**config.mk**
```make
export PLATFORM = sky130hd
export DESIGN_NAME = utc_to_local_time_converter
export DESIGN_NICKNAME = d
export VERILOG_FILES = /design/src/rtl/utlc_pkg.sv /design/src/rtl/utc_to_local_time_converter.sv
export SDC_FILE = /design/constraint.sdc
export NUM_CORES = 1
export LEC_CHECK = 0
export ABC_AREA = 1
export BUFFER_PORTS_ARGS = -buffer_cell sky130_fd_sc_hd__clkbuf_2
export CAP_MARGIN = 30
export CORE_MARGIN = 5
export CORE_UTILIZATION = 60
export CTS_BUF_LIST = sky130_fd_sc_hd__clkbuf_4
export DETAILED_ROUTE_END_ITERATION = 10
export PLACE_DENSITY = 0.89
export REMOVE_ABC_BUFFERS = 1
export SETUP_SLACK_MARGIN = 0.3
export SYNTH_ARGS = -nofsm -noshare
export SYNTH_HDL_FRONTEND = slang
export SYNTH_SLANG_ARGS = --single-unit
```
**constraint.sdc**
```tcl
create_clock -name clk -period 21.6 [get_ports clk]
set_input_delay 4.32 -clock clk [delete_from_list [all_inputs] [get_ports clk]]
set_output_delay 4.32 -clock clk [all_outputs]
set_load 0.01 [all_outputs]
```
**src/rtl/utlc_pkg.sv**
```systemverilog
`default_nettype none

package utlc_pkg;

  localparam int unsigned CFG_IDX_W  = 1;
  localparam int unsigned CFG_DATA_W = 16;

  localparam logic [CFG_IDX_W-1:0] CFG_ZONE_EAST   = 1'b0;
  localparam logic [CFG_IDX_W-1:0] CFG_ZONE_OFFSET = 1'b1;

  localparam logic        ZONE_EAST_RST   = 1'b1;
  localparam logic [15:0] ZONE_OFFSET_RST = 16'd28800;

  localparam logic [16:0] DAY_SECONDS    = 17'd86400;
  localparam logic [16:0] HOUR_SECONDS   = 17'd3600;
  localparam logic [11:0] MINUTE_SECONDS = 12'd60;

  // ceil(2^30 / 3600) and ceil(2^18 / 60): exact over the ranges used
  localparam logic [18:0] HOUR_RECIP   = 19'd298262;
  localparam logic [12:0] MINUTE_RECIP = 13'd4370;

  localparam logic [6:0] YEAR_MAX   = 7'd99;
  localparam logic [3:0] MONTH_JAN  = 4'd1;
  localparam logic [3:0] MONTH_FEB  = 4'd2;
  localparam logic [3:0] MONTH_MAR  = 4'd3;
  localparam logic [3:0] MONTH_DEC  = 4'd12;
  localparam logic [4:0] HOUR_MAX   = 5'd23;
  localparam logic [5:0] MINSEC_MAX = 6'd59;

  typedef struct packed {
    logic [6:0] utc_year;
    logic [3:0] utc_month;
    logic [4:0] utc_day;
    logic [4:0] utc_hour;
    logic [5:0] utc_minute;
    logic [5:0] utc_second;
  } utc_in_t;

  typedef struct packed {
    logic [7:0]  local_year_bcd;
    logic [4:0]  local_month_bcd;
    logic [5:0]  local_day_bcd;
    logic [5:0]  local_hour_bcd;
    logic [6:0]  local_minute_bcd;
    logic [6:0]  local_second_bcd;
    logic [2:0]  local_weekday;
    logic [16:0] local_day_seconds;
  } local_out_t;

  function automatic logic [4:0] days_in(input logic [6:0] year, input logic [3:0] month);
    logic [4:0] d;
    unique case (month)
      MONTH_FEB:            d = (year[1:0] == 2'b00) ? 5'd29 : 5'd28;
      4'd4, 4'd6, 4'd9, 4'd11: d = 5'd30;
      default:              d = 5'd31;
    endcase
    return d;
  endfunction

  // (13 * (m + 1) / 5) mod 7, with January and February as months 13 and 14
  function automatic logic [2:0] zeller_term(input logic [3:0] month);
    logic [2:0] t;
    unique case (month)
      4'd1:    t = 3'd1;
      4'd2:    t = 3'd4;
      4'd3:    t = 3'd3;
      4'd4:    t = 3'd6;
      4'd5:    t = 3'd1;
      4'd6:    t = 3'd4;
      4'd7:    t = 3'd6;
      4'd8:    t = 3'd2;
      4'd9:    t = 3'd5;
      4'd10:   t = 3'd0;
      4'd11:   t = 3'd3;
      4'd12:   t = 3'd5;
      default: t = 3'd0;
    endcase
    return t;
  endfunction

  // exact for v up to 203
  function automatic logic [2:0] mod7(input logic [7:0] v);
    logic [15:0] p;
    logic [7:0]  q;
    logic [7:0]  r;
    p = {8'b0, v} * 16'd147;
    q = {2'b0, p[15:10]};
    r = v - 8'(q * 8'd7);
    return r[2:0];
  endfunction

  function automatic logic [7:0] to_bcd(input logic [6:0] v);
    logic [17:0] p;
    logic [3:0]  tens;
    logic [6:0]  ones;
    p    = {11'b0, v} * 18'd205;
    tens = p[14:11];
    ones = v - 7'({3'b0, tens} * 7'd10);
    return {tens, ones[3:0]};
  endfunction

endpackage

`default_nettype wire

```
**src/rtl/utc_to_local_time_converter.sv**
```systemverilog
// Throughput: one item per cycle while out_ready does not stall the output;
// seven register stages split the offset add, the date roll, the two
// reciprocal multiplies and the BCD packing.
// Reset (rst_n low, synchronous): pipeline emptied, zone_east = 1,
// zone_offset_seconds = 28800.
`default_nettype none

module utc_to_local_time_converter (
  input  wire                                  clk,
  input  wire                                  rst_n,
  input  wire                                  cfg_we,
  input  wire  [utlc_pkg::CFG_IDX_W-1:0]       cfg_index,
  input  wire  [utlc_pkg::CFG_DATA_W-1:0]      cfg_wdata,
  input  wire                                  in_valid,
  output logic                                 in_ready,
  input  wire  utlc_pkg::utc_in_t              in_data,
  output logic                                 out_valid,
  input  wire                                  out_ready,
  output utlc_pkg::local_out_t                 out_data
);
  import utlc_pkg::*;

  typedef struct packed {
    logic [6:0]  year;
    logic [3:0]  month;
    logic [4:0]  day;
    logic [4:0]  mlen;
    logic [16:0] secs;
  } stg_b_t;

  typedef struct packed {
    logic [6:0]  year;
    logic [3:0]  month;
    logic [4:0]  day;
    logic [16:0] loc_secs;
  } stg_c_t;

  typedef struct packed {
    logic [6:0]  year;
    logic [3:0]  month;
    logic [4:0]  day;
    logic [16:0] loc_secs;
    logic [4:0]  hour;
    logic [7:0]  wsum;
  } stg_d_t;

  typedef struct packed {
    logic [6:0]  year;
    logic [3:0]  month;
    logic [4:0]  day;
    logic [16:0] loc_secs;
    logic [4:0]  hour;
    logic [11:0] rem;
    logic [2:0]  weekday;
  } stg_e_t;

  typedef struct packed {
    logic [6:0]  year;
    logic [3:0]  month;
    logic [4:0]  day;
    logic [16:0] loc_secs;
    logic [4:0]  hour;
    logic [11:0] rem;
    logic [5:0]  minute;
    logic [2:0]  weekday;
  } stg_f_t;

  logic        zone_east_r;
  logic [15:0] zone_offset_r;

  logic v_a_r, v_b_r, v_c_r, v_d_r, v_e_r, v_f_r, out_valid_r;
  logic en_a, en_b, en_c, en_d, en_e, en_f, en_o;

  utc_in_t    a_r;
  stg_b_t     b_r, b_nxt;
  stg_c_t     c_r, c_nxt;
  stg_d_t     d_r, d_nxt;
  stg_e_t     e_r, e_nxt;
  stg_f_t     f_r, f_nxt;
  local_out_t out_r, out_nxt;

  assign en_o = !out_valid_r || out_ready;
  assign en_f = !v_f_r || en_o;
  assign en_e = !v_e_r || en_f;
  assign en_d = !v_d_r || en_e;
  assign en_c = !v_c_r || en_d;
  assign en_b = !v_b_r || en_c;
  assign en_a = !v_a_r || en_b;

  assign in_ready  = en_a;
  assign out_valid = out_valid_r;
  assign out_data  = out_r;

  always_ff @(posedge clk) begin
    if (!rst_n) begin
      zone_east_r   <= ZONE_EAST_RST;
      zone_offset_r <= ZONE_OFFSET_RST;
    end else if (cfg_we) begin
      unique case (cfg_index)
        CFG_ZONE_EAST:   zone_east_r   <= cfg_wdata[0];
        CFG_ZONE_OFFSET: zone_offset_r <= cfg_wdata[15:0];
        default:         ;
      endcase
    end
  end

  always_ff @(posedge clk) begin
    if (!rst_n) begin
      v_a_r       <= 1'b0;
      v_b_r       <= 1'b0;
      v_c_r       <= 1'b0;
      v_d_r       <= 1'b0;
      v_e_r       <= 1'b0;
      v_f_r       <= 1'b0;
      out_valid_r <= 1'b0;
    end else begin
      if (en_a) v_a_r <= in_valid;
      if (en_b) v_b_r <= v_a_r;
      if (en_c) v_c_r <= v_b_r;
      if (en_d) v_d_r <= v_c_r;
      if (en_e) v_e_r <= v_d_r;
      if (en_f) v_f_r <= v_e_r;
      if (en_o) out_valid_r <= v_f_r;
    end
  end

  always_ff @(posedge clk) begin
    if (en_a) a_r   <= in_data;
    if (en_b) b_r   <= b_nxt;
    if (en_c) c_r   <= c_nxt;
    if (en_d) d_r   <= d_nxt;
    if (en_e) e_r   <= e_nxt;
    if (en_f) f_r   <= f_nxt;
    if (en_o) out_r <= out_nxt;
  end

  // clamp and seconds of day
  logic [4:0] hour_c;
  logic [5:0] minute_c, second_c;

  always_comb begin
    b_nxt.year = (a_r.utc_year > YEAR_MAX) ? YEAR_MAX : a_r.utc_year;
    if (a_r.utc_month < MONTH_JAN)      b_nxt.month = MONTH_JAN;
    else if (a_r.utc_month > MONTH_DEC) b_nxt.month = MONTH_DEC;
    else                                b_nxt.month = a_r.utc_month;
    b_nxt.mlen = days_in(b_nxt.year, b_nxt.month);
    if (a_r.utc_day == 5'd0)          b_nxt.day = 5'd1;
    else if (a_r.utc_day > b_nxt.mlen) b_nxt.day = b_nxt.mlen;
    else                              b_nxt.day = a_r.utc_day;
    hour_c   = (a_r.utc_hour > HOUR_MAX) ? HOUR_MAX : a_r.utc_hour;
    minute_c = (a_r.utc_minute > MINSEC_MAX) ? MINSEC_MAX : a_r.utc_minute;
    second_c = (a_r.utc_second > MINSEC_MAX) ? MINSEC_MAX : a_r.utc_second;
    b_nxt.secs = ({12'b0, hour_c} * HOUR_SECONDS)
               + ({11'b0, minute_c} * 17'(MINUTE_SECONDS))
               + {11'b0, second_c};
  end

  // offset and one-day roll
  logic [17:0] sum_e, sum_w;

  always_comb begin
    c_nxt.year  = b_r.year;
    c_nxt.month = b_r.month;
    c_nxt.day   = b_r.day;
    sum_e = {1'b0, b_r.secs} + {2'b0, zone_offset_r};
    sum_w = {1'b0, b_r.secs} + {1'b0, DAY_SECONDS} - {2'b0, zone_offset_r};
    if (zone_east_r) begin
      if (sum_e < {1'b0, DAY_SECONDS}) begin
        c_nxt.loc_secs = sum_e[16:0];
      end else begin
        c_nxt.loc_secs = 17'(sum_e - {1'b0, DAY_SECONDS});
        if (b_r.day < b_r.mlen) begin
          c_nxt.day = b_r.day + 5'd1;
        end else begin
          c_nxt.day = 5'd1;
          if (b_r.month < MONTH_DEC) begin
            c_nxt.month = b_r.month + 4'd1;
          end else begin
            c_nxt.month = MONTH_JAN;
            c_nxt.year  = (b_r.year == YEAR_MAX) ? 7'd0 : b_r.year + 7'd1;
          end
        end
      end
    end else begin
      if (b_r.secs >= {1'b0, zone_offset_r}) begin
        c_nxt.loc_secs = b_r.secs - {1'b0, zone_offset_r};
      end else begin
        c_nxt.loc_secs = sum_w[16:0];
        if (b_r.day > 5'd1) begin
          c_nxt.day = b_r.day - 5'd1;
        end else if (b_r.month > MONTH_JAN) begin
          c_nxt.month = b_r.month - 4'd1;
          c_nxt.day   = days_in(b_r.year, c_nxt.month);
        end else begin
          c_nxt.year  = (b_r.year == 7'd0) ? YEAR_MAX : b_r.year - 7'd1;
          c_nxt.month = MONTH_DEC;
          c_nxt.day   = 5'd31;
        end
      end
    end
  end

  // hour by reciprocal; Zeller sum (century terms fold to 0 for 20xx, 1 for 1999)
  logic [35:0] hour_prod;
  logic        early;
  logic [6:0]  zk;
  logic        cent;

  always_comb begin
    d_nxt.year     = c_r.year;
    d_nxt.month    = c_r.month;
    d_nxt.day      = c_r.day;
    d_nxt.loc_secs = c_r.loc_secs;
    hour_prod  = {19'b0, c_r.loc_secs} * {17'b0, HOUR_RECIP};
    d_nxt.hour = hour_prod[34:30];
    early = (c_r.month < MONTH_MAR);
    cent  = early && (c_r.year == 7'd0);
    if (cent)       zk = YEAR_MAX;
    else if (early) zk = c_r.year - 7'd1;
    else            zk = c_r.year;
    d_nxt.wsum = {3'b0, c_r.day} + {5'b0, zeller_term(c_r.month)} + {1'b0, zk}
               + {3'b0, zk[6:2]} + {7'b0, cent};
  end

  logic [2:0] zh;

  always_comb begin
    e_nxt.year     = d_r.year;
    e_nxt.month    = d_r.month;
    e_nxt.day      = d_r.day;
    e_nxt.loc_secs = d_r.loc_secs;
    e_nxt.hour     = d_r.hour;
    e_nxt.rem      = 12'(d_r.loc_secs - ({12'b0, d_r.hour} * HOUR_SECONDS));
    zh             = mod7(d_r.wsum);
    e_nxt.weekday  = (zh == 3'd0) ? 3'd6 : zh - 3'd1;
  end

  logic [24:0] min_prod;

  always_comb begin
    f_nxt.year     = e_r.year;
    f_nxt.month    = e_r.month;
    f_nxt.day      = e_r.day;
    f_nxt.loc_secs = e_r.loc_secs;
    f_nxt.hour     = e_r.hour;
    f_nxt.rem      = e_r.rem;
    f_nxt.weekday  = e_r.weekday;
    min_prod       = {13'b0, e_r.rem} * {12'b0, MINUTE_RECIP};
    f_nxt.minute   = min_prod[23:18];
  end

  logic [11:0] sec_full;
  logic [7:0]  month_bcd, day_bcd, hour_bcd, minute_bcd, second_bcd;

  always_comb begin
    sec_full   = f_r.rem - ({6'b0, f_r.minute} * MINUTE_SECONDS);
    month_bcd  = to_bcd({3'b0, f_r.month});
    day_bcd    = to_bcd({2'b0, f_r.day});
    hour_bcd   = to_bcd({2'b0, f_r.hour});
    minute_bcd = to_bcd({1'b0, f_r.minute});
    second_bcd = to_bcd({1'b0, sec_full[5:0]});
    out_nxt.local_year_bcd    = to_bcd(f_r.year);
    out_nxt.local_month_bcd   = month_bcd[4:0];
    out_nxt.local_day_bcd     = day_bcd[5:0];
    out_nxt.local_hour_bcd    = hour_bcd[5:0];
    out_nxt.local_minute_bcd  = minute_bcd[6:0];
    out_nxt.local_second_bcd  = second_bcd[6:0];
    out_nxt.local_weekday     = f_r.weekday;
    out_nxt.local_day_seconds = f_r.loc_secs;
  end

  a_drain: assert property (@(posedge clk) disable iff (!rst_n)
    out_ready |-> in_ready)
    else $error("input stalled while result side drains");

  a_day_range: assert property (@(posedge clk) disable iff (!rst_n)
    out_valid |-> (out_data.local_day_seconds < DAY_SECONDS))
    else $error("local seconds out of range");

  a_weekday: assert property (@(posedge clk) disable iff (!rst_n)
    out_valid |-> (out_data.local_weekday != 3'd7))
    else $error("weekday out of range");

  a_bcd_digit: assert property (@(posedge clk) disable iff (!rst_n)
    out_valid |-> (out_data.local_second_bcd[3:0] <= 4'd9
                   && out_data.local_minute_bcd[3:0] <= 4'd9))
    else $error("bad BCD digit");

endmodule

`default_nettype wire
```
==> flow_results.org <==
** Layout
- Cell area after layout :: 30400 µm²
- Filler cell count in the final layout :: 3316
- Summing all multi-input logic gate instances after layout gives 16000 µm².
- Register cell area after layout :: 9640 µm²
- In the final design database the tool counted 3730 nets.
- Of the cells placed in the final design, the portion with a size suffix greater than 1 is 0.109.
- Area delta synth->final :: 8.38%

** Setup path
- Arr. time, crit path :: 8.47 ns
- Reg-to-reg setup timing slack :: 14.66 ns
- Of all nets on the critical path, the largest fanout is 60.
- Worst Reg2Reg Path Length in Cells :: 28
- Critical path capture point type :: output pin
- In this run the critical register-to-register path is captured at out_data[23].
- Worst Setup Start Kind :: input port
- The critical path is of the input port to output pin type.
- For the worst setup path, the data required time is 17.28 ns.
- The startpoint identified for the worst register-to-register timing path is f_r[3].

** Hold path
- Along the worst hold path, the cell count comes to 0.
- The min-delay analysis places its worst path in the category flip-flop to flip-flop.
- The worst hold path terminates at e_r[47].
- Startpoint of the lowest-slack hold path :: d_r[40]

** Route
- Count of nets left with antenna violations after detail routing :: 0
- WL/cell :: 16.5 µm
- Iteration count of the initial detailed-routing pass :: 5
- After the first detailed-routing iteration, the DRC count stood at 1277.
- Final routed DRC violation total :: 0
- In the routed layout, each cell is associated on average with a via count of 5.53.
- The routed layout has 20259 vias.
- Final Routed Wirelength :: 60300 µm

** CTS
- Clock tree from TritonCTS :: built
- The clock net in this run drives a total of 330 sinks.
- CTS Buffer Depth :: 3
- The H-tree was split into 3 levels.
- After clock tree synthesis, the clock-pin slew on the worst setup and hold paths is 0.08 ns.
- Clock latency on the worst-skew pair, taken at its later pin, is 0.86 ns.
- Hold-fix buffer count after cts :: 0
- After clock tree synthesis, the setup repair step added 0 buffers.
- Once the clock tree was built, the resizer swapped 0 gates to a different size.
- Total CTS buffers :: 84
- The root buffer cell chosen for the clock tree is sky130_fd_sc_hd__clkbuf_4.

** Floorplan
- Core Area :: 46400 µm²
- Number of I/O pins :: 116
- From bottom edge to top edge, the die measures 226 µm.
- Placement row count :: 79
- Die width :: 226 µm
- Die Outline Area :: 51200 µm²
- Initial core utilization :: 0.605

** Timing
- Subtracting the final worst setup slack from the clock period gives 12.79 ns.
- Setup-failing EPs final :: 0
- Based on the critical path, the design can be clocked at up to 78.2 MHz.
- Measured against its own limit, the worst slew margin works out to 0.338.
- Of the available clock period, the critical path in the final layout requires 0.592.
- Across all hold checks on the routed design, the worst slack comes to 0.378 ns.
- Worst Tran Pin Value :: 0.991 ns
- Hold violation count in the final report :: 0
- Final TNS setup :: 0 ns
- Setup WS post-layout :: 8.81 ns
- Worst Clk Skew :: 0.0747 ns
- Final Slew Violations :: 0
- Setup repair after global routing left no endpoint under its margin.

** Synth
- Synthesis inferred 330 register bits.
- Most numerous cell in the Yosys netlist :: sky130_fd_sc_hd__inv_1
- Proportion of netlist area held by the largest area contributor :: 0.324
- During synthesis, Yosys emitted a total of 0 warnings.
- Cell taking the most area after synthesis :: sky130_fd_sc_hd__edfxtp_1
- Synth area leaders :: sky130_fd_sc_hd__edfxtp_1 32%, sky130_fd_sc_hd__ha_1 24%, sky130_fd_sc_hd__fa_1 10%, sky130_fd_sc_hd__inv_1 7.5%, sky130_fd_sc_hd__nand2_1 4.8%
- After technology mapping, the gate count stands at 2817.
- Most used DFF post-synth :: sky130_fd_sc_hd__edfxtp_1
- Number of library cell types mapped by synthesis :: 60
- Area of the mapped netlist :: 28100 µm²
- The share of the Yosys chip area taken by registers is 0.344.
- Async set-or-reset flop fraction in the synthesized netlist :: 0
- By count the netlist is led by 563 x sky130_fd_sc_hd__inv_1, 542 x sky130_fd_sc_hd__ha_1, 356 x sky130_fd_sc_hd__nand2_1, 303 x sky130_fd_sc_hd__edfxtp_1, 150 x sky130_fd_sc_hd__a21oi_1.
- Number of enable-type register cells in the synthesized netlist :: 303
- A synthesized cell averages 9.96 µm².

** GRT
- Remaining global-route overflow :: 0
- First-pass GRT wire length :: 99200 µm
- Across every metal layer, demand over resource in global routing totals 0.238.
- Entering global routing, the biggest net connects 61 pins.
- The number of antenna violations at the first check in global routing is 2.
- The via count of the first global-routing pass was 21184.

** Placement
- The count of buffers added on input and output ports is 115.
- Pre-CTS setup slack :: 7.90 ns
- Post-placement cell area :: 29200 µm²
- Global placer's final weighted congestion :: 0.956
- Detailed placement ended at an HPWL of 46400 µm.

** Job
- Number of maximum-capacitance constraint violations :: 0

** Run status
- Status :: complete, no violations
## metrics by stage
stage,std cells,utilization
final,3661,0.656
after global routing,3661,0.656
after CTS,3657,0.655
after detailed placement,3508,0.631
after global placement,3508,0.631
after floorplan,2779,-
## cells in the final DEF (no fill, tap or decap), drive strengths merged, types with 3 or more instances in the layout
| cell type | synthesis | routed |
|---|---|---|
| o21ai | 107 | 107 |
| fa | 144 | 144 |
| xor2 | 94 | 94 |
| o21a | 6 | 6 |
| nand2 | 374 | 374 |
| a41oi | 3 | 3 |
| ha | 542 | 542 |
| o31ai | 10 | 10 |
| nor3 | 26 | 26 |
| xnor2 | 41 | 41 |
| or2 | 16 | 16 |
| inv | 577 | 580 |
| nor4 | 8 | 8 |
| o221ai | 7 | 7 |
| dfxtp | 27 | 27 |
| buf | 16 | 9 |
| o21bai | 12 | 12 |
| a21o | 10 | 10 |
| nand3b | 5 | 5 |
| a21oi | 155 | 155 |
| clkbuf | 22 | 232 |
| and2 | 3 | 3 |
| o22ai | 3 | 3 |
| nand4 | 30 | 30 |
| edfxtp | 303 | 303 |
| o211ai | 19 | 19 |
| nand3 | 95 | 95 |
| nor2 | 126 | 126 |
| a211oi | 8 | 8 |
| a21boi | 4 | 4 |
| bufinv | 0 | 3 |
| a31oi | 6 | 6 |
| clkinv | 5 | 30 |
## kinds of logic after synthesis
logic type	Yosys count	synth area share
compound gates	359	0.0747
xor+xnor	135	0.0421
fa+ha+maj	686	0.345
buf+inv	620	0.0847
flops	330	0.344
mux	1	0.000357
simple gates	686	0.110
## flip-flops by register name, summed over array words and instances, names as in the netlist, named ones only
name,count
out_data,58
e_r,49
f_r,49
d_r,46
b_r,35
a_r,33
c_r,33
zone_offset_r,16
out_valid,1
v_a_r,1
v_b_r,1
v_c_r,1
v_d_r,1
v_e_r,1
v_f_r,1
zone_east_r,1
## worst max path at each step
stage / startpoint / endpoint / slack (ns)
2_1_floorplan: out_ready / in_ready / 7.28
3_3_place_gp: out_ready / in_ready / 8.19
3_5_place_dp: out_ready / in_ready / 7.90
4_1_cts: out_ready / in_ready / 7.87
5_1_grt: out_ready / in_ready / 8.44
6_report: out_ready / in_ready / 8.81
## cell type report
class,instances,area share
antenna,2,0.000165
clock buffer,117,0.0289
clock inverter,32,0.00757
inverter,582,0.0719
multi-input combinational,1867,0.528
sequential,330,0.317
tap,607,0.0250
timing repair buffer,124,0.0220
## worst max-delay path, cell delays in order
cell	delay (ns)
sky130_fd_sc_hd__clkbuf_2	0.08
sky130_fd_sc_hd__nor2_1	0.04
sky130_fd_sc_hd__inv_2	0.04
sky130_fd_sc_hd__buf_4	0.61
sky130_fd_sc_hd__nor2_1	0.11
sky130_fd_sc_hd__inv_2	0.12
sky130_fd_sc_hd__buf_12	0.25
sky130_fd_sc_hd__nor2_1	0.09
sky130_fd_sc_hd__inv_2	0.39
sky130_fd_sc_hd__nor2_1	0.12
sky130_fd_sc_hd__inv_2	0.74
sky130_fd_sc_hd__nor2_4	0.09
sky130_fd_sc_hd__clkinv_1	0.07
sky130_fd_sc_hd__buf_4	0.43
sky130_fd_sc_hd__nor2_1	0.16
sky130_fd_sc_hd__nand2_1	0.10
sky130_fd_sc_hd__buf_4	0.40
sky130_fd_sc_hd__clkbuf_2	0.22
## per-layer routing
layer / wire length, µm / global-route usage
met1: 23000 / 0.275
met2: 31400 / 0.433
met3: 3570 / 0.0478
met4: 2250 / 0.0964
met5: 0 / 0
Power is left out: the tool's default activity adds up to more than one toggle a clock period on the data nets, which glitch-free logic cannot reach.
